===== src/rtl/core/rbd_pkg.sv =====
// Shared types and constants for the reversible bounded deque.
package rbd_pkg;

  // Request codes carried on in_req_type.
  typedef enum logic [2:0] {
    REQ_PUSH_FRONT = 3'd0,
    REQ_PUSH_BACK  = 3'd1,
    REQ_POP_FRONT  = 3'd2,
    REQ_POP_BACK   = 3'd3,
    REQ_DUMP       = 3'd4,
    REQ_REVERSE    = 3'd5
  } req_t;

  // Result status codes carried on out_status.
  typedef enum logic [1:0] {
    ST_OK    = 2'd0,
    ST_UNDER = 2'd1,
    ST_OVER  = 2'd2,
    ST_EMPTY = 2'd3
  } stat_t;

  // Controller states.
  typedef enum logic {
    S_IDLE = 1'b0,
    S_DUMP = 1'b1
  } state_t;

  // Upper bound on the entries one dump emits.
  localparam int unsigned MAX_DUMP = 32;
  // Width of the dump counter; covers every supported capacity and MAX_DUMP.
  localparam int unsigned CNT_W = 7;

  // Commands from the controller to the datapath.
  typedef struct packed {
    logic  push_low;
    logic  push_high;
    logic  pop_low;
    logic  pop_high;
    logic  flip;
    logic  dump_rd;
    logic  cnt_clr;
    logic  emit;
    stat_t status;
    logic  last;
    logic  sel_mem;
  } cmd_t;

  // Status from the datapath to the controller.
  typedef struct packed {
    logic full;
    logic empty;
    logic rev;
    logic dump_last;
  } dp_stat_t;

endpackage


===== src/rtl/core/rbd_ctrl.sv =====
// Controller state machine: decodes requests and sequences dumps.
module rbd_ctrl (
  input  logic              clk,
  input  logic              rst_n,
  input  logic              start,
  input  logic [2:0]        req_type,
  input  rbd_pkg::dp_stat_t stat,
  output logic              busy,
  output rbd_pkg::cmd_t     cmd
);

  rbd_pkg::state_t state_r, state_nxt;
  rbd_pkg::req_t   req;
  logic            accept;

  assign req    = rbd_pkg::req_t'(req_type);
  assign accept = start && (state_r == rbd_pkg::S_IDLE);
  assign busy   = (state_r == rbd_pkg::S_DUMP);

  always_ff @(posedge clk) begin
    if (!rst_n) begin
      state_r <= rbd_pkg::S_IDLE;
    end else begin
      state_r <= state_nxt;
    end
  end

  always_comb begin
    state_nxt = state_r;
    unique case (state_r)
      rbd_pkg::S_IDLE: begin
        if (accept && req == rbd_pkg::REQ_DUMP && !stat.empty && !stat.dump_last) begin
          state_nxt = rbd_pkg::S_DUMP;
        end
      end
      rbd_pkg::S_DUMP: begin
        if (stat.dump_last) begin
          state_nxt = rbd_pkg::S_IDLE;
        end
      end
      default: state_nxt = rbd_pkg::S_IDLE;
    endcase
  end

  always_comb begin
    cmd        = '0;
    cmd.status = rbd_pkg::ST_OK;
    unique case (state_r)
      rbd_pkg::S_IDLE: begin
        if (accept) begin
          unique case (req)
            rbd_pkg::REQ_PUSH_FRONT, rbd_pkg::REQ_PUSH_BACK: begin
              cmd.emit = 1'b1;
              cmd.last = 1'b1;
              if (stat.full) begin
                cmd.status = rbd_pkg::ST_OVER;
              end else if ((req == rbd_pkg::REQ_PUSH_FRONT) != stat.rev) begin
                cmd.push_low = 1'b1;
              end else begin
                cmd.push_high = 1'b1;
              end
            end
            rbd_pkg::REQ_POP_FRONT, rbd_pkg::REQ_POP_BACK: begin
              cmd.emit = 1'b1;
              cmd.last = 1'b1;
              if (stat.empty) begin
                cmd.status = rbd_pkg::ST_UNDER;
              end else begin
                cmd.sel_mem = 1'b1;
                if ((req == rbd_pkg::REQ_POP_FRONT) != stat.rev) begin
                  cmd.pop_low = 1'b1;
                end else begin
                  cmd.pop_high = 1'b1;
                end
              end
            end
            rbd_pkg::REQ_DUMP: begin
              cmd.emit = 1'b1;
              if (stat.empty) begin
                cmd.status = rbd_pkg::ST_EMPTY;
                cmd.last   = 1'b1;
              end else begin
                cmd.dump_rd = 1'b1;
                cmd.sel_mem = 1'b1;
                cmd.last    = stat.dump_last;
                cmd.cnt_clr = stat.dump_last;
              end
            end
            rbd_pkg::REQ_REVERSE: begin
              cmd.emit = 1'b1;
              cmd.last = 1'b1;
              if (stat.empty) begin
                cmd.status = rbd_pkg::ST_EMPTY;
              end else begin
                cmd.flip = 1'b1;
              end
            end
            default: begin
              // Undefined request codes are dropped without a result.
              cmd.emit = 1'b0;
            end
          endcase
        end
      end
      rbd_pkg::S_DUMP: begin
        cmd.emit    = 1'b1;
        cmd.dump_rd = 1'b1;
        cmd.sel_mem = 1'b1;
        cmd.last    = stat.dump_last;
        cmd.cnt_clr = stat.dump_last;
      end
      default: cmd = '0;
    endcase
  end

endmodule


===== src/rtl/core/rbd_dp.sv =====
// Datapath: ring buffer storage, head and occupancy, orientation and result registers.
module rbd_dp #(
  parameter int unsigned CAPACITY = 32
) (
  input  logic               clk,
  input  logic               rst_n,
  input  rbd_pkg::cmd_t      cmd,
  input  logic signed [31:0] value,
  output rbd_pkg::dp_stat_t  stat,
  output logic               out_valid,
  output logic [1:0]         out_status,
  output logic signed [31:0] out_data,
  output logic               out_last
);

  localparam int unsigned IDX_W = (CAPACITY > 1) ? $clog2(CAPACITY) : 1;
  localparam int unsigned OCC_W = $clog2(CAPACITY + 1);
  localparam int unsigned CNT_W = rbd_pkg::CNT_W;

  logic [31:0]      mem [CAPACITY];
  logic [IDX_W-1:0] head_r;
  logic [OCC_W-1:0] occ_r;
  logic             rev_r;
  logic [CNT_W-1:0] cnt_r;
  logic [31:0]      rd_data_r;
  logic             out_valid_r;
  logic [1:0]       out_status_r;
  logic             out_last_r;
  logic             out_sel_r;

  logic [IDX_W-1:0] head_dec, head_inc;
  logic [IDX_W-1:0] occ_idx, occ_m1_idx, cnt_idx, dump_off;
  logic [IDX_W-1:0] waddr, raddr;
  logic [CNT_W-1:0] occ_ext, dump_n;
  logic             we, re;

  // Wraps head + offset into the ring; both operands are below CAPACITY.
  function automatic logic [IDX_W-1:0] slot(input logic [IDX_W-1:0] base,
                                            input logic [IDX_W-1:0] off);
    logic [IDX_W:0] sum;
    sum = {1'b0, base} + {1'b0, off};
    if (sum >= (IDX_W+1)'(CAPACITY)) begin
      sum = sum - (IDX_W+1)'(CAPACITY);
    end
    return sum[IDX_W-1:0];
  endfunction

  assign occ_ext    = CNT_W'(occ_r);
  assign dump_n     = (occ_ext < CNT_W'(rbd_pkg::MAX_DUMP)) ? occ_ext
                                                            : CNT_W'(rbd_pkg::MAX_DUMP);
  assign occ_idx    = occ_r[IDX_W-1:0];
  assign occ_m1_idx = occ_idx - 1'b1;
  assign cnt_idx    = cnt_r[IDX_W-1:0];
  assign dump_off   = rev_r ? (occ_m1_idx - cnt_idx) : cnt_idx;

  assign head_dec = (head_r == '0) ? IDX_W'(CAPACITY - 1) : head_r - 1'b1;
  assign head_inc = (head_r == IDX_W'(CAPACITY - 1)) ? '0 : head_r + 1'b1;

  assign we    = cmd.push_low || cmd.push_high;
  assign waddr = cmd.push_low ? head_dec : slot(head_r, occ_idx);
  assign re    = cmd.pop_low || cmd.pop_high || cmd.dump_rd;

  always_comb begin
    if (cmd.pop_low) begin
      raddr = head_r;
    end else if (cmd.pop_high) begin
      raddr = slot(head_r, occ_m1_idx);
    end else begin
      raddr = slot(head_r, dump_off);
    end
  end

  assign stat.full      = (occ_r == OCC_W'(CAPACITY));
  assign stat.empty     = (occ_r == '0);
  assign stat.rev       = rev_r;
  assign stat.dump_last = ((cnt_r + 1'b1) == dump_n);

  always_ff @(posedge clk) begin
    if (we) begin
      mem[waddr] <= value;
    end
    if (re) begin
      rd_data_r <= mem[raddr];
    end
  end

  always_ff @(posedge clk) begin
    if (!rst_n) begin
      head_r      <= '0;
      occ_r       <= '0;
      rev_r       <= 1'b0;
      cnt_r       <= '0;
      out_valid_r <= 1'b0;
    end else begin
      if (cmd.push_low) begin
        head_r <= head_dec;
      end else if (cmd.pop_low) begin
        head_r <= head_inc;
      end
      if (we) begin
        occ_r <= occ_r + 1'b1;
      end else if (cmd.pop_low || cmd.pop_high) begin
        occ_r <= occ_r - 1'b1;
      end
      if (cmd.flip) begin
        rev_r <= ~rev_r;
      end
      if (cmd.cnt_clr) begin
        cnt_r <= '0;
      end else if (cmd.dump_rd) begin
        cnt_r <= cnt_r + 1'b1;
      end
      out_valid_r <= cmd.emit;
    end
  end

  always_ff @(posedge clk) begin
    out_status_r <= cmd.status;
    out_last_r   <= cmd.last;
    out_sel_r    <= cmd.sel_mem;
  end

  assign out_valid  = out_valid_r;
  assign out_status = out_status_r;
  assign out_last   = out_last_r;
  assign out_data   = (out_valid_r && out_sel_r) ? $signed(rd_data_r) : 32'sd0;

endmodule


===== src/rtl/core/reversible_bounded_deque.sv =====
// Top level of the reversible bounded deque of signed 32-bit words.
//
// A request is taken at a rising edge where start is high and busy is low, and
// its results appear on the out_ ports starting in the next cycle, one per cycle,
// each marked by out_valid for exactly one cycle; the receiver cannot stall them,
// so it must take every result in the cycle it is shown. Push, pop and reverse
// produce one result each and never raise busy, so such requests may follow each
// other in every cycle. A dump of n stored words produces min(n, 32) results in
// consecutive cycles and holds busy high after the request is taken until the
// last entry is read, because the storage has a single read port that delivers one
// entry per cycle. The storage is a ring buffer with a head index and an
// occupancy count; reverse only toggles an orientation flag that swaps which
// physical end is the logical front. Pushing into a full queue reports overflow
// and stores nothing, popping an empty queue reports underflow, and a dump or
// reverse of an empty queue reports empty. Request codes six and seven are
// dropped without a result. Stored words need no reset; only control state is
// cleared, so no clearing pass follows reset.
module reversible_bounded_deque #(
  parameter int unsigned CAPACITY = 32
) (
  input  logic               clk,
  input  logic               rst_n,
  input  logic               start,
  output logic               busy,
  input  logic [2:0]         in_req_type,
  input  logic signed [31:0] in_value,
  output logic               out_valid,
  output logic [1:0]         out_status,
  output logic signed [31:0] out_data,
  output logic               out_last
);

  // Commands from the controller and status back from the datapath.
  rbd_pkg::cmd_t     cmd;
  rbd_pkg::dp_stat_t stat;

  // The controller decodes each request against the full, empty and
  // orientation status and walks the dump one entry per cycle.
  rbd_ctrl u_ctrl (
    .clk      (clk),
    .rst_n    (rst_n),
    .start    (start),
    .req_type (in_req_type),
    .stat     (stat),
    .busy     (busy),
    .cmd      (cmd)
  );

  // The datapath owns the ring storage, its pointers and the result registers.
  rbd_dp #(
    .CAPACITY (CAPACITY)
  ) u_dp (
    .clk        (clk),
    .rst_n      (rst_n),
    .cmd        (cmd),
    .value      (in_value),
    .stat       (stat),
    .out_valid  (out_valid),
    .out_status (out_status),
    .out_data   (out_data),
    .out_last   (out_last)
  );

endmodule

===== config.mk =====
export PLATFORM = sky130hd
export DESIGN_NAME = reversible_bounded_deque
export DESIGN_NICKNAME = d
export VERILOG_FILES = /design/src/rtl/core/rbd_pkg.sv /design/src/rtl/core/rbd_ctrl.sv /design/src/rtl/core/rbd_dp.sv /design/src/rtl/core/reversible_bounded_deque.sv
export SDC_FILE = /design/constraint.sdc
export NUM_CORES = 1
export LEC_CHECK = 0
export BUFFER_PORTS_ARGS = -buffer_cell sky130_fd_sc_hd__clkbuf_2
export CORE_MARGIN = 3
export CORE_UTILIZATION = 50
export CTS_BUF_LIST = sky130_fd_sc_hd__clkbuf_4 sky130_fd_sc_hd__clkbuf_8
export CTS_CLUSTER_DIAMETER = 50
export DETAILED_ROUTE_END_ITERATION = 8
export HOLD_SLACK_MARGIN = 0.05
export PLACE_DENSITY = 0.66
export SYNTH_ARGS = -nofsm -noshare
export SYNTH_HDL_FRONTEND = slang
export SYNTH_SLANG_ARGS = --single-unit

===== constraint.sdc =====
create_clock -name clk -period 6.4 [get_ports clk]
set_clock_uncertainty 0.1 [all_clocks]
set_input_delay 1.6 -clock clk [delete_from_list [all_inputs] [get_ports clk]]
set_output_delay 1.6 -clock clk [all_outputs]
set_load 0.05 [all_outputs]

==> results of run 1 <==
==> per-layer routing <==
metal / track usage / wire length (um) / vias to the layer above
met5: 0 / 26 / -
met4: 0.1156 / 4813 / 4
met3: 0.05599 / 10050 / 238
met2: 0.4037 / 54340 / 1352
met1: 0.3414 / 45720 / 13240
li1: - / - / 11680
==> power groups by stage <==
stage / logic, mW / clock network [mW] / registers (mW)
floorplan: 1.96 / 0 / 8.08
global placement: 2.87 / 0 / 8.14
detailed placement: 2.93 / 0 / 8.14
CTS: 2.95 / 5.89 / 7.99
global route: 3.20 / 6.22 / 7.99
finish: 2.96 / 5.80 / 7.99
==> worst register-to-register path, cell delays in order (launching register included) <==
cell and delay [ns]:
dfxtp_1 0.42, inv_1 0.18, ha_1 0.18, or4b_4 0.49, o211a_1 0.35, mux2i_1 0.17, ha_1 0.24, fa_1 0.46
xnor2_1 0.17, nor2_1 0.11, nand2_1 0.12, o21ai_4 0.44, buf_4 0.51, a32oi_1 0.11, and3_1 0.19, a31oi_1 0.25
mux2i_1 0.13
==> state kept, by name (all words and copies together), names as in the netlist <==
register and cells:
u_ctrl.busy 1, u_dp.cnt_r 7, u_dp.head_r 5, u_dp.mem 1024, u_dp.occ_r 6, u_dp.out_last 1
u_dp.out_sel_r 1, u_dp.out_status 2, u_dp.out_valid 1, u_dp.rd_data_r 32, u_dp.rev_r 1
==> placed cells by master (no fill, tap or decap), types with 14 or more instances in the layout <==
cell type / Yosys / routed
edfxtp_1: 1056 / 1056
nand2_1: 719 / 718
a32oi_1: 192 / 192
clkbuf_8: 0 / 178
mux2i_1: 161 / 159
a21oi_1: 127 / 127
a31oi_1: 96 / 96
nand3_1: 75 / 75
clkbuf_2: 0 / 74
and3_1: 68 / 68
buf_4: 14 / 57
clkbuf_4: 0 / 54
clkinv_1: 0 / 51
buf_12: 0 / 39
a221oi_1: 35 / 35
nor2_4: 0 / 32
nor2_1: 59 / 27
xnor2_1: 24 / 24
dfxtp_1: 25 / 23
ha_1: 22 / 22
inv_1: 16 / 16
xor2_1: 14 / 14
clkinv_2: 0 / 14
==> final timing paths <==
kind | start | endpoint | slack (ns) | cells past startpoint
max | in_req_type[0] | u_dp.rd_data_r[15] | 1.50 | 15
min | u_dp.cnt_r[1] | u_dp.cnt_r[1] | 0.41 | 2
max reg2reg | u_dp.occ_r[0] | u_dp.rd_data_r[15] | 1.53 | 16
min reg2reg | u_dp.cnt_r[1] | u_dp.cnt_r[1] | 0.41 | 2
==> kinds of logic after synthesis <==
| group | count (synthesis) | share of synthesized area |
|---|---|---|
| DFF | 1081 | 0.7481 |
| and+or+nand+nor | 954 | 0.09168 |
| AOI/OAI and AO/OA | 493 | 0.08189 |
| buffers and inverters | 209 | 0.02365 |
| muxes | 163 | 0.03804 |
| xor gates and xnor gates | 39 | 0.008369 |
| adders and majority gates | 26 | 0.008253 |
==> layout make-up <==
type	instances	area [um2]
Timing Repair Buffer	170	1579
Inverter	16	60.06
Fill cell	6523	35600
Antenna cell	6	15.01
Sequential cell	1081	32210
Clock buffer	232	2855
Clock inverter	83	570.5
Tap cell	1134	1419
Multi-Input combinational cell	1675	10170
==> stage by stage <==
stage / instances / utilization
2_1_floorplan: 2965 / -
3_3_place_gp: 4076 / 0.5379
3_5_place_dp: 4076 / 0.5379
4_1_cts: 4391 / 0.5785
5_1_grt: 4394 / 0.5786
6_report: 4397 / 0.5786
==> run summary, run 1 <==
Detailed Route WL -> 115,000 um
Yosys cell types -> 54
Most frequent cell after synthesis -> edfxtp_1
Ys Warns -> 0
Crit path time final -> 4.904 ns
Finish-stage setup viols -> 0
Port Buffers -> 74
Area growth, synth to finish -> 13.54%
I/O pins -> 75
Drt wl/cell -> 26.14 um
Largest area contributor in the netlist -> edfxtp_1
Detailed Route Iter0 Violations -> 2,875
Synth top area cells -> edfxtp_1 (74%), nand2_1 (6.3%), a32oi_1 (3.9%)
Clk Tree Root Cell -> clkbuf_8
Tcrit/Tclk final -> 0.7663
First-pass GRT wire length -> 170,000 um
Starting Density -> 0.5096
Final #Nets -> 3,181
Sw frac -> 0.2828
Area share of the largest cell type after synthesis -> 0.7365
Die width -> 299.5 um
Clock network power share -> 0.346
Total power -> 16.75 mW
P_sw -> 4.738 mW
Top FF cell, synth -> edfxtp_1
Core Region -> 84,480 um2
WP buf/inv -> 2
Cts hold-fix bufs -> 0
Max Freq -> 0.2039 GHz
Chip height -> 299.5 um
Drt first pass iters -> 5
#FFs+latches synth -> 1,081
Cts repair resizes -> 0
Avg Vias per Cell -> 6.029
Slowest cell on the critical path -> buf_4
Worst vdd ir -> 0.1803 mV
Post-DP HPWL -> 61,930 um
Asr flop ratio synth -> 0
Top cells by count, synth -> edfxtp_1 (1,056), nand2_1 (719), a32oi_1 (192), mux2i_1 (161), a21oi_1 (127)
Max-cap violations -> 0
CP required -> 6.85 ns
Worst-path clk slew -> 0.06 ns
EDFF count, synth -> 1,056
Mapped Area -> 43,060 um2
RSZ-0062 raised after global routing -> false
Residual DRC -> 0
CP Cell Sequence -> clkbuf_2, xor2_1, o211a_1, mux2i_1, ha_1, fa_1, xnor2_1, nor2_1, nand2_1, o21ai_4, buf_4, a32oi_1, and3_1, a31oi_1, mux2i_1
Initial antenna violation count -> 7
Power per Cell Area -> 342.6 nW/um2
CP top delay family -> compound AO/OA/AOI/OAI gates
Routability Congestion -> 0.8217
Sequential Power Share -> 0.477
Via count -> 26,510
Pint -> 12.01 mW
CTS Buf Count -> 173
Setup ws final -> 1.496 ns
Crit path top cell by count -> mux2i_1
Post-route ant nets -> 0
Share of cells above drive strength 1 -> 0.1498
Critical Path AT -> 5.35 ns
Cells after Synth -> 2,965
Worst-path maximum fanout -> 21
Fin. Hold Viols -> 0
Grt ovf -> 0
Outcome -> finished clean
Post-Syn Nets -> 3,029
WHS -> 0.4084 ns
Worst Setup End Kind -> register
Vias in the first global route -> 26,580
Placed cell area -> 45,440 um2
Clk buf depth -> 3
CTS tree -> done
Post-synthesis sequential area ratio -> 0.7481
Cell Rows -> 106
Cell area after layout -> 48,890 um2
Postcts setup bufs -> 0
Final setup TNS -> 0 ns
Startpoint Class -> input port
Comb power frac -> 0.176
Crit path kind -> in2reg
Synthesized area per cell -> 14.52 um2
Largest net degree at the start of global routing -> 102
Clk sinks -> 1,081
Worst slew pin tran -> 1.152 ns
Rel. slew slack -> 0.2293
# H-tree levels -> 4
Critical Path Max Stage Delay -> 0.49 ns
Slew Limit Fails -> 0
Later-pin clock latency in the skew report -> 0.82 ns
Hold Path Class -> reg2reg
Leak Pwr -> 16.81 nW
Gr usage total -> 0.2553
Worst slack at placement -> 0.7648 ns
Die area -> 89,670 um2
Note: power is estimated with default switching activity, not from simulation.
==> run 2: changes to the inputs <==
Settings changed: PLACE_DENSITY 0.66 to 0.68.
Clock period 6.4 ns to 4.37 ns, I/O delays scaled along.
==> run 2 against run 1 <==
Count of clock-buffer cells in the layout is 9 lower. Worst hold slack worse by 0.012 ns. Largest cell class unchanged. Via count is 5.2% higher. Die area stayed put. First-iteration DRC count is 19% higher.
==> run summary, run 2 (same netlist as run 1, synthesis figures left out) <==
Slew Limit Fails -> 0
Crit path kind -> reg2reg
Detailed Route WL -> 121,100 um
Core Region -> 84,480 um2
Non-Filler Instances -> 4,512
R2R Setup Slk -> 0.13 ns
WP buf/inv -> 7
Fin. Hold Viols -> 0
Largest regs -> u_dp.mem: 1024 flops, u_dp.rd_data_r: 32 flops, u_dp.cnt_r: 7 flops
Critical Path AT -> 4.68 ns
Die area -> 89,670 um2
Max Freq -> 0.2358 GHz
Slowest cell on the critical path -> or4b_4
Worst slew pin tran -> 0.9570 ns
Cell Rows -> 106
Cts hold-fix bufs -> 0
Inst Count DP -> 4,214
Grt ovf -> 0
Max reg flops -> 1,024
Vias in the first global route -> 27,380
Worst slack at placement -> -0.3495 ns
Crit path top cell by count -> buf_4
Power per Cell Area -> 489.4 nW/um2
Later-pin clock latency in the skew report -> 0.84 ns
CP required -> 4.81 ns
Commonest non-fill, non-tap cell in the layout -> edfxtp_1
Die width -> 299.5 um
Commonest non-fill, non-tap cells in the layout -> edfxtp_1 (1,056), nand2_1 (718), a32oi_1 (192)
Drt wl/cell -> 26.85 um
Area growth, synth to finish -> 17.74%
CTS Buf Count -> 171
Via count -> 27,880
Startpoint Class -> register
Residual DRC -> 0
First-pass GRT wire length -> 177,200 um
Total power -> 24.81 mW
Detailed Route Iter0 Violations -> 3,431
Rel. slew slack -> 0.3620
Setup ws final -> 0.1298 ns
Routability Congestion -> 0.8740
RSZ-0062 raised after global routing -> true
Final setup TNS -> 0 ns
Hold Path Class -> reg2reg
I/O pins -> 75
Crit path time final -> 4.240 ns
Gr usage total -> 0.2672
Final core utilization -> 0.6000
CTS tree -> done
Worst-path maximum fanout -> 26
Share of cells above drive strength 1 -> 0.1870
CP top delay family -> buffers and inverters
Clk sinks -> 1,081
Worst Setup End Kind -> register
Worst vdd ir -> 0.2582 mV
Clk buf depth -> 3
Avg Vias per Cell -> 6.179
# fillers -> 6,247
# H-tree levels -> 4
Drt first pass iters -> 6
Clk Tree Root Cell -> clkbuf_8
Chip height -> 299.5 um
Critical Path Max Stage Delay -> 0.49 ns
Largest net degree at the start of global routing -> 66
Port Buffers -> 74
Outcome -> finished clean
Initial antenna violation count -> 5
Final #Nets -> 3,319
Most flops, register -> u_dp.mem
Max-cap violations -> 0
Post-route ant nets -> 0
CP Cell Sequence -> inv_1, ha_1, or4b_4, o211a_2, buf_4, buf_4, nand2_1, o21ai_0, ha_1, buf_4, a21oi_1, xnor2_1, buf_4, mux2i_4, buf_12, buf_12, a31oi_1, a31oi_1, mux2i_1
Worst-path clk slew -> 0.06 ns
Starting Density -> 0.5096
Tcrit/Tclk final -> 0.9703
Finish-stage setup viols -> 0
Leak Pwr -> 17.65 nW
Post-DP HPWL -> 69,240 um
## run 2: per-stage QoR
| step | hold slack, ns | instance area [um2] |
|---|---|---|
| floorplan | 0.3618 | 43130 |
| global placement | 0.3807 | 47340 |
| detailed placement | 0.3940 | 47340 |
| CTS | 0.4023 | 50620 |
| global route | 0.4325 | 50690 |
| finish | 0.3969 | 50690 |
## run 2: per-layer routing
| metal | GRT usage | share of wire | wire length (um) |
|---|---|---|---|
| met1 | 0.3646 | 0.39 | 47360 |
| met5 | 0 | 0.00017 | 20 |
| met2 | 0.4267 | 0.48 | 57830 |
| met3 | 0.05113 | 0.097 | 11720 |
| met4 | 0.1072 | 0.035 | 4196 |
## run 2: report_power, final
group	total, mW	switching, mW	internal (mW)
clock network	8.33	3.95	4.38
logic	4.81	3.00	1.81
registers	11.7	0.102	11.6
## run 2: timing repair
item / CTS / global route
setup endpoints to repair: 1 / 32
gates resized for setup: 1 / 8
buffers inserted: 0 / 1
gates cloned: 0 / 1
pin swaps: 0 / 4
## run 2: final cells by class
cell class	instances	area [um2]	share of cell area
diodes	3	7.507	0.0001481
clock inverters	70	510.5	0.01007
well taps	1134	1419	0.02799
multi-input cells	1675	10210	0.2013
inverters	16	60.06	0.001185
flip-flops and latches	1081	32210	0.6355
clock buffers	223	2763	0.05450
repair buffers	310	3515	0.06933
## run 2: worst paths after layout
kind / from / end / cells past startpoint
worst max register to register: u_dp.occ_r[0] / u_dp.rd_data_r[0] / 19
worst min register to register: u_dp.cnt_r[1] / u_dp.cnt_r[1] / 2
worst max-delay path: u_dp.occ_r[0] / u_dp.rd_data_r[0] / 19
worst min-delay path: u_dp.cnt_r[1] / u_dp.cnt_r[1] / 2
## run 2: worst register-to-register path, cell delays in order, from the launching register on
cell and delay (ns):
dfxtp_1 0.31, inv_1 0.08, ha_1 0.18, or4b_4 0.49
o211a_2 0.32, buf_4 0.15, buf_4 0.13, nand2_1 0.06
o21ai_0 0.13, ha_1 0.38, buf_4 0.16, a21oi_1 0.15
xnor2_1 0.12, buf_4 0.16, mux2i_4 0.16, buf_12 0.19
buf_12 0.21, a31oi_1 0.09, a31oi_1 0.28, mux2i_1 0.12
